<file path="src/sv/wdpf_pkg.sv">
// ----------------------------------------------------------------------------
// wdpf_pkg
// Shared types, constants and table functions for the wall distance fix.
// ----------------------------------------------------------------------------
`default_nettype none

package wdpf_pkg;

    localparam int IN_DATA_W   = 96;
    localparam int IN_USER_W   = 3;
    localparam int OUT_DATA_W  = 56;
    localparam int CFG_INDEX_W = 2;
    localparam int CFG_DATA_W  = 15;
    localparam int MM_W        = 14;
    localparam int SPAN_W      = 15;
    localparam int TERM_W      = 36;
    localparam int SC_W        = 16;

    localparam logic [CFG_INDEX_W-1:0] REG_MIN_VALID = 2'd0;
    localparam logic [CFG_INDEX_W-1:0] REG_MAX_VALID = 2'd1;
    localparam logic [CFG_INDEX_W-1:0] REG_WALL_SPAN = 2'd2;

    localparam logic [MM_W-1:0]   MIN_VALID_RST = 14'd0;
    localparam logic [MM_W-1:0]   MAX_VALID_RST = 14'd16383;
    localparam logic [SPAN_W-1:0] WALL_SPAN_RST = 15'd18432;

    // floor(q / 127) == (q * RECIP_127) >> 32 for q below 2^25
    localparam logic [25:0] RECIP_127 = 26'd33818641;
    // floor(w / 3) == (w * RECIP_3) >> 24 for w below 2^23
    localparam logic [22:0] RECIP_3   = 23'd5592406;
    localparam logic [22:0] DIV3_BIAS = 23'd3145728;

    // mounting offsets, 1/256 in
    localparam int LEFT_OX  = -896;
    localparam int LEFT_OY  = 1472;
    localparam int RIGHT_OX = 896;
    localparam int RIGHT_OY = 1472;
    localparam int BACK_OX  = 1382;
    localparam int BACK_OY  = -384;

    typedef enum logic [1:0] {
        BEAM_LEFT  = 2'd0,
        BEAM_RIGHT = 2'd1,
        BEAM_BACK  = 2'd2
    } beam_t;

    typedef struct packed {
        logic                     hx;
        logic                     hy;
        logic signed [TERM_W-1:0] term;
    } lane_out_t;

    // Q14 sine of r/65536 turn, r in 0..16384
    function automatic logic [15:0] sin_quarter(input logic [14:0] r);
        logic [63:0]        x;
        logic [63:0]        x2;
        logic [63:0]        term;
        logic [63:0]        res;
        logic signed [63:0] sum;
        x    = (64'(r) * 64'd6746518852) >> 16;
        x2   = (x * x) >> 30;
        term = x;
        sum  = signed'(x);
        term = ((term * x2) >> 30) / 64'd6;
        sum  = sum - signed'(term);
        term = ((term * x2) >> 30) / 64'd20;
        sum  = sum + signed'(term);
        term = ((term * x2) >> 30) / 64'd42;
        sum  = sum - signed'(term);
        term = ((term * x2) >> 30) / 64'd72;
        sum  = sum + signed'(term);
        term = ((term * x2) >> 30) / 64'd110;
        sum  = sum - signed'(term);
        term = ((term * x2) >> 30) / 64'd156;
        sum  = sum + signed'(term);
        if (sum < 0) begin
            sum = 0;
        end
        res = (unsigned'(sum) + 64'd32768) >> 16;
        if (res > 64'd16384) begin
            res = 64'd16384;
        end
        return res[15:0];
    endfunction

    function automatic logic signed [SC_W-1:0] sin_turn(input logic [16:0] t_in);
        logic [1:0]  quad;
        logic [14:0] r;
        logic [15:0] m;
        quad = t_in[15:14];
        r    = {1'b0, t_in[13:0]};
        if (quad[0]) begin
            r = 15'(15'd16384 - r);
        end
        m = sin_quarter(r);
        return quad[1] ? -signed'(m) : signed'(m);
    endfunction

    function automatic logic [15:0] sat16(input logic signed [21:0] v);
        if (v > 22'sd32767) begin
            return 16'h7FFF;
        end else if (v < -22'sd32768) begin
            return 16'h8000;
        end
        return v[15:0];
    endfunction

endpackage

`default_nettype wire

</file>
<file path="src/sv/wdpf_lane.sv">
// ----------------------------------------------------------------------------
// wdpf_lane
// One sensor ray: range check, mm to 1/256 in, wall choice, Q14 term.
// ----------------------------------------------------------------------------
`default_nettype none

module wdpf_lane #(
    parameter wdpf_pkg::beam_t BEAM  = wdpf_pkg::BEAM_LEFT,
    parameter int              OFF_X = 0,
    parameter int              OFF_Y = 0
) (
    input  wire logic                              aclk,
    input  wire logic                              aresetn,
    input  wire logic                              adv,
    input  wire logic                              use_in,
    input  wire logic [wdpf_pkg::MM_W-1:0]         mm,
    input  wire logic [wdpf_pkg::MM_W-1:0]         min_mm,
    input  wire logic [wdpf_pkg::MM_W-1:0]         max_mm,
    input  wire logic [wdpf_pkg::SPAN_W-1:0]       span,
    input  wire logic signed [wdpf_pkg::SC_W-1:0]  sin_q,
    input  wire logic signed [wdpf_pkg::SC_W-1:0]  cos_q,
    output wdpf_pkg::lane_out_t                    lane_out
);
    import wdpf_pkg::*;

    // stage 1
    logic        ok1_reg, ok1_next;
    logic [25:0] num;
    logic [50:0] recip_reg, recip_next;

    // stage 2
    logic [17:0]        d;
    logic signed [16:0] ux, uy, ax, ay;
    logic               ok2_reg, sel_x_reg, pos_x_reg, pos_y_reg, uy_nz_reg;
    logic signed [29:0] offx_reg, offx_next, offy_reg, offy_next;
    logic signed [TERM_W-1:0] udx_reg, udx_next, udy_reg, udy_next;

    // stage 3
    logic signed [TERM_W-1:0] span_q, term_next;
    logic                     hx_reg, hy_reg;
    logic signed [TERM_W-1:0] term_reg;

    assign ok1_next   = use_in && (mm >= min_mm) && (mm <= max_mm);
    assign num        = 26'(mm) * 26'd2560 + 26'd127;
    assign recip_next = 51'(num[25:1]) * 51'(RECIP_127);

    assign d = recip_reg[49:32];

    always_comb begin
        case (BEAM)
            BEAM_LEFT: begin
                ux = -17'(cos_q);
                uy = 17'(sin_q);
            end
            BEAM_RIGHT: begin
                ux = 17'(cos_q);
                uy = -17'(sin_q);
            end
            BEAM_BACK: begin
                ux = -17'(sin_q);
                uy = -17'(cos_q);
            end
            default: begin
                ux = '0;
                uy = '0;
            end
        endcase
        ax = (ux < 0) ? -ux : ux;
        ay = (uy < 0) ? -uy : uy;
    end

    assign offx_next = 30'(OFF_X * cos_q + OFF_Y * sin_q);
    assign offy_next = 30'(OFF_Y * cos_q - OFF_X * sin_q);
    assign udx_next  = TERM_W'(ux) * TERM_W'(signed'({1'b0, d}));
    assign udy_next  = TERM_W'(uy) * TERM_W'(signed'({1'b0, d}));

    assign span_q = TERM_W'(signed'({1'b0, span, 14'b0}));

    always_comb begin
        if (sel_x_reg) begin
            term_next = (pos_x_reg ? span_q : -span_q) - TERM_W'(offx_reg) - udx_reg;
        end else begin
            term_next = (pos_y_reg ? span_q : -span_q) - TERM_W'(offy_reg) - udy_reg;
        end
    end

    always_ff @(posedge aclk) begin
        if (!aresetn) begin
            ok1_reg <= 1'b0;
            ok2_reg <= 1'b0;
            hx_reg  <= 1'b0;
            hy_reg  <= 1'b0;
        end else if (adv) begin
            ok1_reg <= ok1_next;
            ok2_reg <= ok1_reg;
            hx_reg  <= ok2_reg && sel_x_reg;
            hy_reg  <= ok2_reg && !sel_x_reg && uy_nz_reg;
        end
    end

    always_ff @(posedge aclk) begin
        if (adv) begin
            recip_reg <= recip_next;
            sel_x_reg <= ax > ay;
            pos_x_reg <= ux > 0;
            pos_y_reg <= uy > 0;
            uy_nz_reg <= uy != 0;
            offx_reg  <= offx_next;
            offy_reg  <= offy_next;
            udx_reg   <= udx_next;
            udy_reg   <= udy_next;
            term_reg  <= term_next;
        end
    end

    assign lane_out = '{hx: hx_reg, hy: hy_reg, term: term_reg};

    a_one_axis: assert property (@(posedge aclk) disable iff (!aresetn)
        !(hx_reg && hy_reg))
        else $error("ray fixed both axes");

    a_hit_needs_range: assert property (@(posedge aclk) disable iff (!aresetn)
        adv && !ok2_reg |=> !hx_reg && !hy_reg)
        else $error("hit without valid reading");

    a_hit_dir: assert property (@(posedge aclk) disable iff (!aresetn)
        adv && ok2_reg && sel_x_reg |=> hx_reg)
        else $error("side-wall ray lost");

endmodule

`default_nettype wire

</file>
<file path="config.mk">
export PLATFORM = sky130hd
export DESIGN_NAME = wdpf_lane
export DESIGN_NICKNAME = d
export VERILOG_FILES = /design/src/sv/wdpf_pkg.sv /design/src/sv/wdpf_lane.sv
export SDC_FILE = /design/constraint.sdc
export NUM_CORES = 2
export LEC_CHECK = 0
export BUFFER_PORTS_ARGS = -buffer_cell sky130_fd_sc_hd__clkbuf_2
export CORE_AREA = 10 10 252 254
export DETAILED_ROUTE_END_ITERATION = 16
export DIE_AREA = 0 0 262 264
export PLACE_DENSITY = 0.87
export SYNTH_ARGS = -nofsm -noshare
export SYNTH_HDL_FRONTEND = slang
export SYNTH_SLANG_ARGS = --single-unit
</file>
<file path="constraint.sdc">
create_clock -name aclk -period 8.5 [get_ports aclk]
set_input_delay 1.7 -clock aclk [delete_from_list [all_inputs] [get_ports aclk]]
set_output_delay 1.7 -clock aclk [all_outputs]
set_load 0.03 [all_outputs]
</file>
# After elaboration in Yosys (flattened, before gate mapping)
# Index checks and enable logic that the tools add are counted.
# classes
n_addsub	7
n_mul	4
order_cmp	7
n_mux	5
reduce_logical	7
# op_table
op	n
$mux 36	3
$sub 36x36->36	2
$mul 25x26->50 const B	1
$mul 17x19->36	1
$neg 29->36	1
$mul 16x19->35	1
$mux 17	2
$neg 16->17	2
$reduce_bool 32->1	1
$add 26x7->26 const B	1
$gt 17x1->1 const B	1
$gt 17x17->1	1
$lt 17x1->1 const B	1
$mul 14x3->17 const B	1
$neg 17->17	1
$gt 16x1->1 const B	1
$lt 16x1->1 const B	1
$ge 14x14->1	1
$le 14x14->1	1
$logic_and 1x1->1	5
$logic_not 1->1	1
# totals
reg_bits	166
input_bits	93
output_inout_bits	38
word_cells	42

# Longest topological paths before layout
# depth
ltp_word	4
ltp_mapped	31
mapped_depth_nobuf	30

# Worst setup path before layout
# OpenSTA, ideal clock, no wires.
# synth_path
kind	input to register
startpoint	in cos_q[2] (netlist name)
endpoint	reg udx_reg[34], data pin
setup_ps	259
t_arrival_ps	8581
t_required_ps	8241
setup_slack_ps	-340
path_stages	28
path_buffers	4
path_cell_list	buf_6 nor4_4 nand3_1 nor3_1 xnor2_1 clkbuf_1 clkbuf_1 nand2_1 fa_1 inv_1 fa_1 fa_1 fa_1 fa_1 inv_1 fa_1 inv_1 ha_1 clkbuf_1 and4_1 and3_1 and3_1 a32oi_1 a211oi_1 o31ai_1 a21oi_1 nor4b_1 a211o_1
# synth_between
elab_chain_len	2
# synth_lines
element	line_no	rtl
from (decl)	wdpf_lane.sv:21	input wire logic signed [wdpf_pkg::SC_W-1:0] cos_q,
$neg 16->17	wdpf_lane.sv:52	ux = -17'(cos_q);
$mul 17x19->36	wdpf_lane.sv:74	assign udx_next = TERM_W'(ux) * TERM_W'(signed'({1'b0, d}));
named net udx_next[34]	wdpf_lane.sv:36	logic signed [TERM_W-1:0] udx_reg, udx_next, udy_reg, udy_next;
to (signal assigned)	wdpf_lane.sv:110	udx_reg <= udx_next;
to (decl)	wdpf_lane.sv:36	
# The timed path passes the listed nets, and every way through them passes these cells.
# A chain may end at the register's enable or synchronous reset.

# Final worst setup path
# layout_path
startpoint	in cos_q[4] (netlist name)
endpoint	reg udx_reg[35], data pin
# Same word-level chain as after synthesis.

==> results.toml <==
[run_status]
outcome = "complete, no violations"

[detailed_routing]
wirelength_mm = 87.47
first_iter_violations = 2096
viasPerCell = 5.775
ant_nets = 0
drc = 0
wl_per_cell_um = 18.62
drt_pass1_iterations = 9
via_count = 27132

[synth]
synthAdderAreaFrac_pct = 47.74
synth_edf_count = 129
synthesis.area_sq_um = 33580
synth-xor-area-share_pct = 5.659
postSynthCellCount = 3746
synth_nets = 4833
ys_warn_count = 0
synth_top_family_by_area = "adder cells"
synth_mux_area_share_pct = 0.4284
synth_area_leaders = "fa_1 29%, ha_1 19%, edfxtp_1 12%"
synth.avg_cell_area_sq_um = 8.965
synthArstFlopShare_pct = 0
synth_top_cell_by_area = "fa_1"
synthSimpleGateAreaFrac_pct = 15.85
synth_compound_area_share_pct = 9.076
synth_cell_types = 76
ys_seq_elements = 133
ys_seq_area_share_pct = 11.77
synth_top_flop_cell = "edfxtp_1"
synth_top_area_share_pct = 28.55

[worst_hold_path]
holdPathStages = 2
hp-class = "register to register"

[layout]
nNetsFinal = 4997
seq_area_sq_um = 3954
drive_above_1_share_pct = 9.432
multi_input_comb_area_sq_um = 26620
final_util_pct = 62.62
syn2layout_area_growth_pct = 9.009
fillers = 4561

[die]
rows = 89
fp.dieArea_sq_um = 69170
die_height_um = 264
die_x_um = 262
io_pins = 131
design.core.area_sq_um = 58460
initial_core_util_pct = 57.44

[cts]
path_clk_slew_ps = 70
numCtsBuffers = 17
cts-htree-levels = 4
cts-root-buf = "clkbuf_16"
clockBufferDepth = 2
cts_setup_buffers = 0
clock-sinks = 133
cts_tree = "done"
clock_latency_ps = 450

[placed_design]
port_buffers = 130
gp_congestion = 0.9410
hpwl_mm = 70.14

[flow_run]
max_cap_viol_count = 0

[worst_setup_path]
crit_fanout = 9
crit_arrival_ps = 8390
cp.required_ps = 8700
worstSetupEndpointType = "register"
worstSetupStartpointType = "primary input"
crit_type = "primary input to register"
r2r_cells = 22

[sta]
max_slew_margin_pct = 11.63
slew_viol_final = 0
fin_crit_ps = 8189
setup_viol = 0
fin_worst_skew_ps = 14.33
holdWs_ps = 483.2
min_period_over_period_pct = 96.34
hold_viol_final = 0
tightest_slew_ps = 1326
tns_ps = 0
fmax_ghz = 0.1221

[global_route]
grt_pass1_vias = 28712
grt_pass1_wl_mm = 144.6
antenna_found_initial = 4
grt_max_degree = 87
grt_overflow = 0
grt.total_usage_pct = 25.80
-- worst max-delay path, stage by stage --
cell      delay, ps
clkbuf_2        120
nor4_4          350
nand3_1         240
nor4_2          380
xnor2_2         250
and2_1          210
fa_1            460
fa_1            520
fa_1            520
fa_1            520
fa_1            540
inv_1            50
fa_1            520
inv_1            40
ha_1            310
and4_1          240
buf_4           130
nand3_1         100
or3_1           360
o22ai_1         240
o211ai_1        180
o21ai_0         180
a21oi_1         100
xnor2_1         130
-- what timing repair did --
action | in CTS | in global routing
hold buffers | 0 | 0
resized for setup | 0 | 23
endpoints found under the hold margin | 0 | 0
setup endpoints to repair | 0 | 16
-- cells in the mapped netlist, drive strengths merged (15+ instances only) --
| master | n |
|---|---|
| nand3 | 37 |
| o21a | 29 |
| fa | 479 |
| xnor2 | 101 |
| or3 | 22 |
| nor3 | 40 |
| and2 | 261 |
| edfxtp | 129 |
| inv | 700 |
| a21oi | 154 |
| a211oi | 17 |
| nand2 | 403 |
| nand2b | 53 |
| xor2 | 116 |
| nor2 | 132 |
| nand4 | 19 |
| and3 | 19 |
| a21o | 61 |
| ha | 515 |
| buf | 15 |
| o21ai | 105 |
| clkbuf | 126 |
| nor2b | 21 |
| o21bai | 18 |
-- cell usage in the layout (no fill, tap or decap), drive strengths merged, types with 129 or more instances in the layout --
cell,instances
nor2,132
and2,261
fa,479
buf,157
clkbuf,146
a21oi,154
inv,709
nand2,403
ha,515
edfxtp,129
-- cell type report --
cell class	instances	share of cell area, %
diodes	2	0.01367
clock buffers	17	1.162
clock inverters	15	0.4409
inverters	700	7.177
multi-input cells	2772	72.70
flip-flops and latches	133	10.80
well taps	773	2.642
repair buffers	286	5.062
-- through the flow --
step	std cells	instance area, sq um	worst slack, ps
6_report	4698	36610	310.8
4_1_cts	4696	36480	104.0
3_5_place_dp	4664	35900	-308.1
5_1_grt	4697	36610	-58.43
2_1_floorplan	3746	33630	-60.96
3_3_place_gp	4664	35900	-170.8
-- routing by layer --
metal	track usage (%)	vias up	share of wire [%]	wire, um
met5	0	-	0.015	13
met4	13.73	2	6.1	5316
met3	5.253	351	8.8	7716
met2	42.87	1310	47	41410
met1	30.99	13139	38	33020
li1	-	12330	-	-
-- cell families (layout without fill, tap and decap cells) --
family / count (synthesis) / in the layout
adder cells (fa/ha/maj): 994 / 994
multiplexers: 14 / 14
AND/OR/NAND/NOR: 1064 / 1064
XOR/XNOR: 217 / 217
AO/OA/AOI/OAI: 481 / 481
other: 2 / 4
flip-flops: 133 / 133
buffers and inverters: 841 / 1018
-- final timing paths --
| path | start | end | slack, ps |
|---|---|---|---|
| setup / recovery | cos_q[4] | udx_reg[35] | 310 |
| hold / removal | hy_reg | hy_reg | 480 |
| setup reg to reg | recip_reg[38] | udx_reg[25] | 1330 |
| hold reg to reg | hy_reg | hy_reg | 480 |
Power is not shown: default switching activity piles up to over one toggle a cycle in this logic, so the estimate is an artifact.
